===== config.mk =====
export PLATFORM = sky130hd
export DESIGN_NAME = date_time_to_seconds_flat
export DESIGN_NICKNAME = d
export VERILOG_FILES = /design/src/dts_pkg.sv /design/src/dts_in_if.sv /design/src/dts_out_if.sv /design/src/dts_day_count.sv /design/src/date_time_to_seconds.sv /design/src/flat_wrapper.sv
export SDC_FILE = /design/constraint.sdc
export NUM_CORES = 1
export LEC_CHECK = 0
export ABC_AREA = 1
export BUFFER_PORTS_ARGS = -buffer_cell sky130_fd_sc_hd__buf_2
export CORE_AREA = 2 2 209 149
export DETAILED_ROUTE_END_ITERATION = 10
export DIE_AREA = 0 0 211 151
export HOLD_SLACK_MARGIN = 0.15
export PLACE_DENSITY = 0.63
export SLEW_MARGIN = 40
export SYNTH_ARGS = -nofsm -noshare
export SYNTH_HDL_FRONTEND = slang
export SYNTH_SLANG_ARGS = --single-unit
export TNS_END_PERCENT = 30

===== constraint.sdc =====
create_clock -name clk_i -period 6.2 [get_ports clk_i]
set_input_delay 0.31 -clock clk_i [delete_from_list [all_inputs] [get_ports clk_i]]
set_output_delay 0.31 -clock clk_i [all_outputs]
set_load 0.01 [all_outputs]

===== src/dts_pkg.sv =====
`timescale 1ns / 1ps
// ----------------------------------------------------------------------------
// Date-to-seconds package
// Beat types, calendar constants and the month table for the date and time
// to seconds converter.
// ----------------------------------------------------------------------------
package dts_pkg;

  localparam int unsigned YearW   = 7;
  localparam int unsigned MonthW  = 4;
  localparam int unsigned DayW    = 5;
  localparam int unsigned HourW   = 5;
  localparam int unsigned MinuteW = 6;
  localparam int unsigned SecondW = 6;
  localparam int unsigned ResultW = 32;

  // Day count and seconds of day both fit in 17 bits; the day count is
  // two's complement so that day zero of the first month gives minus one.
  localparam int unsigned DaysW = 17;
  localparam int unsigned SodW  = 17;

  localparam int unsigned DaysPerYear    = 365;
  localparam int unsigned SecondsPerDay  = 86400;
  localparam int unsigned SecondsPerHour = 3600;
  localparam int unsigned SecondsPerMin  = 60;
  localparam int unsigned MonthsPerYear  = 12;
  localparam int unsigned CenturyYear    = 100;

  localparam int unsigned MaxSod = 31 * SecondsPerHour + 63 * SecondsPerMin + 63;

  typedef struct packed {
    logic [YearW-1:0]   year_of_century;
    logic [MonthW-1:0]  month_number;
    logic [DayW-1:0]    day_of_month;
    logic [HourW-1:0]   hour_value;
    logic [MinuteW-1:0] minute_value;
    logic [SecondW-1:0] second_value;
  } dts_in_t;

  typedef struct packed {
    logic [ResultW-1:0] elapsed_seconds;
  } dts_out_t;

  typedef struct packed {
    logic signed [DaysW-1:0] days;
    logic [SodW-1:0]         sod;
  } dts_mid_t;

  // Days in the months that have fully elapsed, non-leap year.
  function automatic logic [8:0] days_before_month(input logic [MonthW-1:0] elapsed);
    logic [8:0] d;
    case (elapsed)
      4'd0:    d = 9'd0;
      4'd1:    d = 9'd31;
      4'd2:    d = 9'd59;
      4'd3:    d = 9'd90;
      4'd4:    d = 9'd120;
      4'd5:    d = 9'd151;
      4'd6:    d = 9'd181;
      4'd7:    d = 9'd212;
      4'd8:    d = 9'd243;
      4'd9:    d = 9'd273;
      4'd10:   d = 9'd304;
      4'd11:   d = 9'd334;
      default: d = 9'd365;
    endcase
    return d;
  endfunction

endpackage


===== src/dts_in_if.sv =====
`timescale 1ns / 1ps
// ----------------------------------------------------------------------------
// Date-to-seconds input channel
// Valid/ready channel that carries one decoded date and time per beat.
// ----------------------------------------------------------------------------
interface dts_in_if;
  import dts_pkg::*;

  logic    valid;
  logic    ready;
  dts_in_t data;

  modport source (output valid, output data, input ready);
  modport sink (input valid, input data, output ready);

endinterface


===== src/dts_out_if.sv =====
`timescale 1ns / 1ps
// ----------------------------------------------------------------------------
// Date-to-seconds output channel
// Valid/ready channel that carries one elapsed-seconds count per beat.
// ----------------------------------------------------------------------------
interface dts_out_if;
  import dts_pkg::*;

  logic     valid;
  logic     ready;
  dts_out_t data;

  modport source (output valid, output data, input ready);
  modport sink (input valid, input data, output ready);

endinterface


===== src/dts_day_count.sv =====
`timescale 1ns / 1ps
// ----------------------------------------------------------------------------
// Date-to-seconds day count
// Closed-form day count since the epoch and seconds within the day.
// ----------------------------------------------------------------------------
module dts_day_count (
  input  dts_pkg::dts_in_t  item_i,
  output dts_pkg::dts_mid_t mid_o
);
  import dts_pkg::*;

  logic [YearW-1:0]  year;
  logic [MonthW-1:0] elapsed;
  logic [15:0]       year_days;
  logic [4:0]        leaps;
  logic [5:0]        quad;
  logic              leap_year;
  logic [8:0]        month_days;
  logic [DaysW-1:0]  days_sum;
  logic [SodW-1:0]   hour_sec;
  logic [SodW-1:0]   min_sec;

  assign year = item_i.year_of_century;

  // Leap years before this one; only the year 100 drops out below 128.
  assign quad = 6'((8'(year) + 8'd3) >> 2);
  always_comb begin
    if (year == '0) begin
      leaps = '0;
    end else if (32'(year) > CenturyYear) begin
      leaps = 5'(quad - 6'd1);
    end else begin
      leaps = 5'(quad);
    end
  end

  assign leap_year = (year[1:0] == 2'b00) && (32'(year) != CenturyYear);

  always_comb begin
    if (item_i.month_number == '0) begin
      elapsed = '0;
    end else if (32'(item_i.month_number) > MonthsPerYear) begin
      elapsed = MonthW'(MonthsPerYear);
    end else begin
      elapsed = item_i.month_number - MonthW'(1);
    end
  end

  assign month_days = days_before_month(elapsed);
  assign year_days  = 16'(year * 16'(DaysPerYear));

  assign days_sum = DaysW'(year_days) + DaysW'(leaps) + DaysW'(month_days)
                  + DaysW'((elapsed >= MonthW'(2)) && leap_year)
                  + DaysW'(item_i.day_of_month) - DaysW'(1);

  assign hour_sec = SodW'(item_i.hour_value * SodW'(SecondsPerHour));
  assign min_sec  = SodW'(item_i.minute_value * SodW'(SecondsPerMin));

  assign mid_o.days = signed'(days_sum);
  assign mid_o.sod  = hour_sec + min_sec + SodW'(item_i.second_value);

endmodule


===== src/date_time_to_seconds.sv =====
`timescale 1ns / 1ps
// ----------------------------------------------------------------------------
// Date and time to seconds since 2000
// Converts a decoded calendar date and time of day into elapsed seconds.
// ----------------------------------------------------------------------------
// Each beat passes the input, day-count and result registers in that order.
// Throughput: one beat per cycle unless the result beat stalls; the constant
// multiply by 86400 and the seconds-of-day add lie between the day-count
// register and the result register.
// Reset clears all valid flags; no beat is held after reset.
module date_time_to_seconds (
  input  logic     clk_i,
  input  logic     rst_ni,
  dts_in_if.sink   in_i,
  dts_out_if.source out_o
);
  import dts_pkg::*;

  logic               advance;
  logic               s1_valid_q;
  dts_in_t            s1_item_q;
  logic               s2_valid_q;
  dts_mid_t           s2_mid_q;
  dts_mid_t           mid_d;
  logic               out_valid_q;
  logic [ResultW-1:0] out_data_q;
  logic [ResultW-1:0] out_data_d;
  logic [ResultW-1:0] days_ext;

  // The whole pipeline moves together whenever the result register is free.
  assign advance   = !out_valid_q || out_o.ready;
  assign in_i.ready = advance;

  always_ff @(posedge clk_i or negedge rst_ni) begin
    if (!rst_ni) begin
      s1_valid_q  <= 1'b0;
      s2_valid_q  <= 1'b0;
      out_valid_q <= 1'b0;
    end else if (advance) begin
      s1_valid_q  <= in_i.valid;
      s2_valid_q  <= s1_valid_q;
      out_valid_q <= s2_valid_q;
    end
  end

  always_ff @(posedge clk_i) begin
    if (advance) begin
      s1_item_q  <= in_i.data;
      s2_mid_q   <= mid_d;
      out_data_q <= out_data_d;
    end
  end

  dts_day_count u_day_count (
    .item_i (s1_item_q),
    .mid_o  (mid_d)
  );

  assign days_ext   = ResultW'(s2_mid_q.days);
  assign out_data_d = ResultW'(days_ext * ResultW'(SecondsPerDay))
                    + ResultW'(s2_mid_q.sod);

  assign out_o.valid                = out_valid_q;
  assign out_o.data.elapsed_seconds = out_data_q;

  a_stall_holds_pipe: assert property (@(posedge clk_i) disable iff (!rst_ni)
    (out_valid_q && !out_o.ready) |=> ($stable(s2_mid_q) && $stable(s1_item_q)
                                       && $stable(s2_valid_q)))
    else $error("pipeline moved while the result beat was stalled");

  a_days_range: assert property (@(posedge clk_i) disable iff (!rst_ni)
    (s2_valid_q && s2_mid_q.days[DaysW-1]) |-> (s2_mid_q.days == '1))
    else $error("day count below minus one");

  a_sod_range: assert property (@(posedge clk_i) disable iff (!rst_ni)
    s2_valid_q |-> (32'(s2_mid_q.sod) <= MaxSod))
    else $error("seconds of day out of range");

endmodule

===== src/flat_wrapper.sv =====
// flat-port wrapper written by rule: the top's interface ports become plain ports
module date_time_to_seconds_flat import dts_pkg::*;
  (clk_i, rst_ni, in_i_valid, in_i_data, in_i_ready, out_o_valid, out_o_data, out_o_ready);
  dts_in_if in_i_i ();
  dts_out_if out_o_i ();
  input  logic clk_i;
  input  logic rst_ni;
  input wire logic [$bits(in_i_i.valid)-1:0] in_i_valid;
  input wire logic [$bits(in_i_i.data)-1:0] in_i_data;
  output wire logic [$bits(in_i_i.ready)-1:0] in_i_ready;
  output wire logic [$bits(out_o_i.valid)-1:0] out_o_valid;
  output wire logic [$bits(out_o_i.data)-1:0] out_o_data;
  input wire logic [$bits(out_o_i.ready)-1:0] out_o_ready;
  assign in_i_i.valid = in_i_valid;
  assign in_i_i.data = in_i_data;
  assign in_i_ready = in_i_i.ready;
  assign out_o_valid = out_o_i.valid;
  assign out_o_data = out_o_i.data;
  assign out_o_i.ready = out_o_ready;
  date_time_to_seconds u_core (.clk_i(clk_i), .rst_ni(rst_ni), .in_i(in_i_i), .out_o(out_o_i));
endmodule

==> flow_results.xml <==
<?xml version="1.0" encoding="UTF-8"?>
<metrics>
  <group name="timing">
    <metric name="fin_crit_sh" unit="%">94.40</metric>
    <metric name="maxSlewHeadroom" unit="%">50.93</metric>
    <metric name="clock.fmax" unit="GHz">0.1709</metric>
    <metric name="timing.clock.skew" unit="ps">14.41</metric>
    <metric name="hold_violations" unit="">0</metric>
    <metric name="count_of_final_setup_violators" unit="">0</metric>
    <metric name="slew_viols_final" unit="">0</metric>
    <metric name="final.min_clock_period" unit="ps">5853</metric>
    <metric name="worst_slew_pin_slew" unit="ps">736.1</metric>
    <metric name="fin_tns_setup" unit="ps">0</metric>
  </group>
  <group name="finish">
    <metric name="final.fill_count" unit="">2849</metric>
    <metric name="final_nets" unit="">1777</metric>
    <metric name="relative_area_change_from_synthesis_to_final_layout" unit="%">13.71</metric>
    <metric name="n_antenna_cell" unit="">0</metric>
    <metric name="layoutNonFillerInstCount" unit="">1840</metric>
    <metric name="seq_area" unit="mm2">0.003048</metric>
    <metric name="multi_input_area" unit="mm2">0.007635</metric>
    <metric name="layout-drive-gt1-share" unit="%">11.27</metric>
    <metric name="fin_util" unit="%">45.20</metric>
  </group>
  <group name="synthesis">
    <metric name="synth_flop_cell" unit="">edfxtp_1</metric>
    <metric name="netlist.top_cell.by_area" unit="">edfxtp_1</metric>
    <metric name="netlist_top_cells_area" unit="">edfxtp_1, ha_1, fa_1, inv_1, nand2_1</metric>
    <metric name="synth_cell_types" unit="">36</metric>
    <metric name="number_of_flops_mapped_to_enable_cells_by_yosys" unit="">99</metric>
    <metric name="synth_fp_nets" unit="">1653</metric>
    <metric name="mean_post_synth_cell_area" unit="um2">8.926</metric>
    <metric name="post_synth_inst_count" unit="">1326</metric>
    <metric name="synthDominantCellAreaShare" unit="%">25.12</metric>
    <metric name="asyncSetResetFlopFracSynth" unit="%">2.941</metric>
    <metric name="yosys_register_bits" unit="">102</metric>
    <metric name="synth.cells.most_frequent" unit="">inv_1, nand2_1, ha_1</metric>
    <metric name="synth.yosys.seq_area_share" unit="%">25.75</metric>
    <metric name="post_synthesis_instance_area" unit="mm2">0.01184</metric>
    <metric name="synth-warning-count" unit="">0</metric>
    <metric name="synth.most_common_cell" unit="">inv_1</metric>
  </group>
  <group name="cts">
    <metric name="clk_latency" unit="ps">380</metric>
    <metric name="clock-sinks" unit="">102</metric>
    <metric name="cts.reportedPaths.clkPinSlew" unit="ps">80</metric>
    <metric name="cts-buffers-inserted" unit="">9</metric>
    <metric name="cts_root_buffer" unit="">clkbuf_16</metric>
    <metric name="tritoncts_clock_tree" unit="">done</metric>
    <metric name="cts-root-to-sink-buffers" unit="">2</metric>
    <metric name="htree_num_levels" unit="">3</metric>
  </group>
  <group name="place">
    <metric name="port-buffer-count" unit="">70</metric>
    <metric name="detailed_place_hpwl" unit="mm">19.60</metric>
    <metric name="dpl.cell_count" unit="">1784</metric>
    <metric name="placer_congestion" unit="">0.8860</metric>
  </group>
  <group name="worst_setup_path">
    <metric name="endpoint_kind" unit="">flip-flop</metric>
    <metric name="cp_data_required_time" unit="ps">6330</metric>
    <metric name="crit_path_start_kind" unit="">flip-flop</metric>
    <metric name="timing.critical_path.fanout_max" unit="">6</metric>
    <metric name="arrival" unit="ps">5980</metric>
    <metric name="worstSetupPathType" unit="">reg -&gt; reg</metric>
  </group>
  <group name="global_routing">
    <metric name="grt_max_degree" unit="">59</metric>
    <metric name="grt_pass1_wl" unit="mm">39.47</metric>
    <metric name="grt-ovfl-total" unit="">0</metric>
    <metric name="track_usage" unit="%">15.42</metric>
    <metric name="number_of_antenna_violations_at_the_first_check_in_global_routing" unit="">0</metric>
    <metric name="grt_pass1_vias" unit="">8235</metric>
  </group>
  <group name="detailed_routing">
    <metric name="route.vias.total" unit="">8547</metric>
    <metric name="first_iter_violations" unit="">402</metric>
    <metric name="average_routed_wire_per_standard_cell" unit="um">12.82</metric>
    <metric name="antenna_violating_nets_post_route" unit="">0</metric>
    <metric name="routed_wirelength" unit="mm">23.59</metric>
    <metric name="drc" unit="">0</metric>
    <metric name="detailedRoute.firstPassIterationCount" unit="">5</metric>
    <metric name="routed_via_density" unit="">4.645</metric>
  </group>
  <group name="die">
    <metric name="die_area" unit="mm2">0.03186</metric>
    <metric name="floorplan.initialDensity" unit="%">39.75</metric>
    <metric name="ios" unit="">71</metric>
    <metric name="rows" unit="">53</metric>
    <metric name="die_height" unit="um">151</metric>
    <metric name="die_x" unit="um">211</metric>
    <metric name="core_area" unit="mm2">0.02977</metric>
  </group>
  <group name="outcome">
    <metric name="outcome" unit="">finished clean</metric>
  </group>
  <group name="job">
    <metric name="max-cap-violations" unit="">0</metric>
  </group>
  <group name="min_path">
    <metric name="min-delay-path-class" unit="">in -&gt; async</metric>
  </group>
</metrics>
-- routing by layer --
metal  part of all wire [%]  vias to the layer above  GRT usage (%)
li1                       -                     4436              -
met1                     52                     3964          22.67
met2                     42                      130          23.50
met3                    4.2                       17          2.882
met4                    1.1                        0          3.556
met5                      0                        -              0
-- path summary, 6_finish.rpt --
| path | start | to | cells past startpoint | slack [ps] |
|---|---|---|---|---|
| max | u_core.s1_item_q[22] | u_core.days_ext[15] | 27 | 350 |
| min | rst_ni | u_core.s1_valid_q | 2 | 250 |
| max reg2reg | u_core.s1_item_q[22] | u_core.days_ext[15] | 27 | 350 |
| min reg2reg | u_core.s2_mid_q[2] | u_core.out_o.data[2] | 0 | 420 |
| max in group asynchronous | rst_ni | u_core.out_o.valid | 2 | 5850 |
| min in group clk_i | u_core.s2_mid_q[2] | u_core.out_o.data[2] | 0 | 420 |
-- cell families after synthesis --
family / Yosys count / synth area share, %
and+or+nand+nor: 418 / 15.87
xor gates and xnor gates: 80 / 5.920
muxes: 1 / 0.09513
DFF: 102 / 25.75
AOI/OAI and AO/OA: 109 / 5.095
buffers and inverters: 326 / 10.34
adders and majority gates: 290 / 36.93
-- worst max-delay path: stages, from the launching register on --
cell and delay [ps]:
edfxtp_1 470, inv_2 100, ha_1 150, inv_1 60
nand3_1 90, inv_1 120, nor3_4 260, inv_2 100
ha_1 220, o21ai_0 190, o211ai_1 120, ha_1 300
inv_1 60, fa_1 470, fa_1 490, inv_1 50
fa_1 520, inv_1 50, fa_1 520, inv_1 70
ha_4 280, inv_2 50, nor3_2 220, nand3_1 90
o2111ai_1 170, a21oi_2 110, o21ai_1 180, xor2_1 90
-- stage by stage --
| step | instance area (um2) | setup slack (ps) | hold slack, ps |
|---|---|---|---|
| 3_3_place_gp | 12700 | 266.6 | 108.0 |
| 5_1_grt | 13460 | -39.40 | 246.7 |
| 2_1_floorplan | 11840 | 609.0 | 14.41 |
| 3_5_place_dp | 12700 | -0.4388 | 108.2 |
| 6_report | 13460 | 347.2 | 246.9 |
| 4_1_cts | 13360 | 80.81 | 223.7 |
-- final cells by class --
type | instances | area share [%]
multi-input combinational | 898 | 56.73
sequential | 102 | 22.65
inverter | 325 | 9.064
timing repair buffer | 114 | 5.708
tap | 385 | 3.579
clock buffer | 9 | 1.673
clock inverter | 7 | 0.6043
-- state kept, by name, summed over array words and instances, names as in the netlist --
signal and flops:
u_core.s2_valid_q 1, u_core.out_o.valid 1, u_core.s2_mid_q 17, u_core.out_o.data 32
u_core.days_ext 17, u_core.s1_item_q 33, u_core.s1_valid_q 1
-- repair_timing --
action | 4_1_cts | 5_1_grt
resized for setup | 1 | 18
hold buffers | 35 | 0
setup endpoints to repair | 1 | 7
pin swaps | 0 | 2
hold endpoints to repair | 37 | 0
buffers inserted | 0 | 5
-- cells in the final DEF, fill, tap and decap left out, types with 2 or more instances in the layout --
cell type | netlist | layout
a21oi_2 | 0 | 2
nor2_4 | 5 | 5
o21bai_1 | 6 | 6
nand2_4 | 2 | 3
a21oi_1 | 58 | 56
a21o_1 | 2 | 2
nand3b_1 | 5 | 5
o211ai_1 | 2 | 2
o2111ai_1 | 4 | 4
nor2_1 | 59 | 59
buf_4 | 0 | 9
nand3_1 | 47 | 46
nor3_1 | 14 | 9
ha_1 | 191 | 190
xor2_1 | 57 | 57
inv_1 | 307 | 304
dfrtp_1 | 3 | 3
inv_2 | 17 | 20
nand3_2 | 5 | 6
inv_8 | 0 | 2
clkbuf_16 | 0 | 9
xnor2_1 | 23 | 23
o21ai_1 | 1 | 6
nand2_1 | 239 | 238
inv_6 | 0 | 2
nor3_2 | 0 | 3
a31oi_1 | 7 | 7
nand4_1 | 16 | 16
nand2_2 | 13 | 13
dlygate4sd3_1 | 0 | 35
edfxtp_1 | 99 | 99
fa_1 | 99 | 99
nor3_4 | 0 | 2
o21ai_0 | 26 | 21
nor2_2 | 10 | 10
buf_2 | 0 | 70
Power is left out: the tool's default activity adds up to more than one toggle a clock period on the data nets, which glitch-free logic cannot reach.
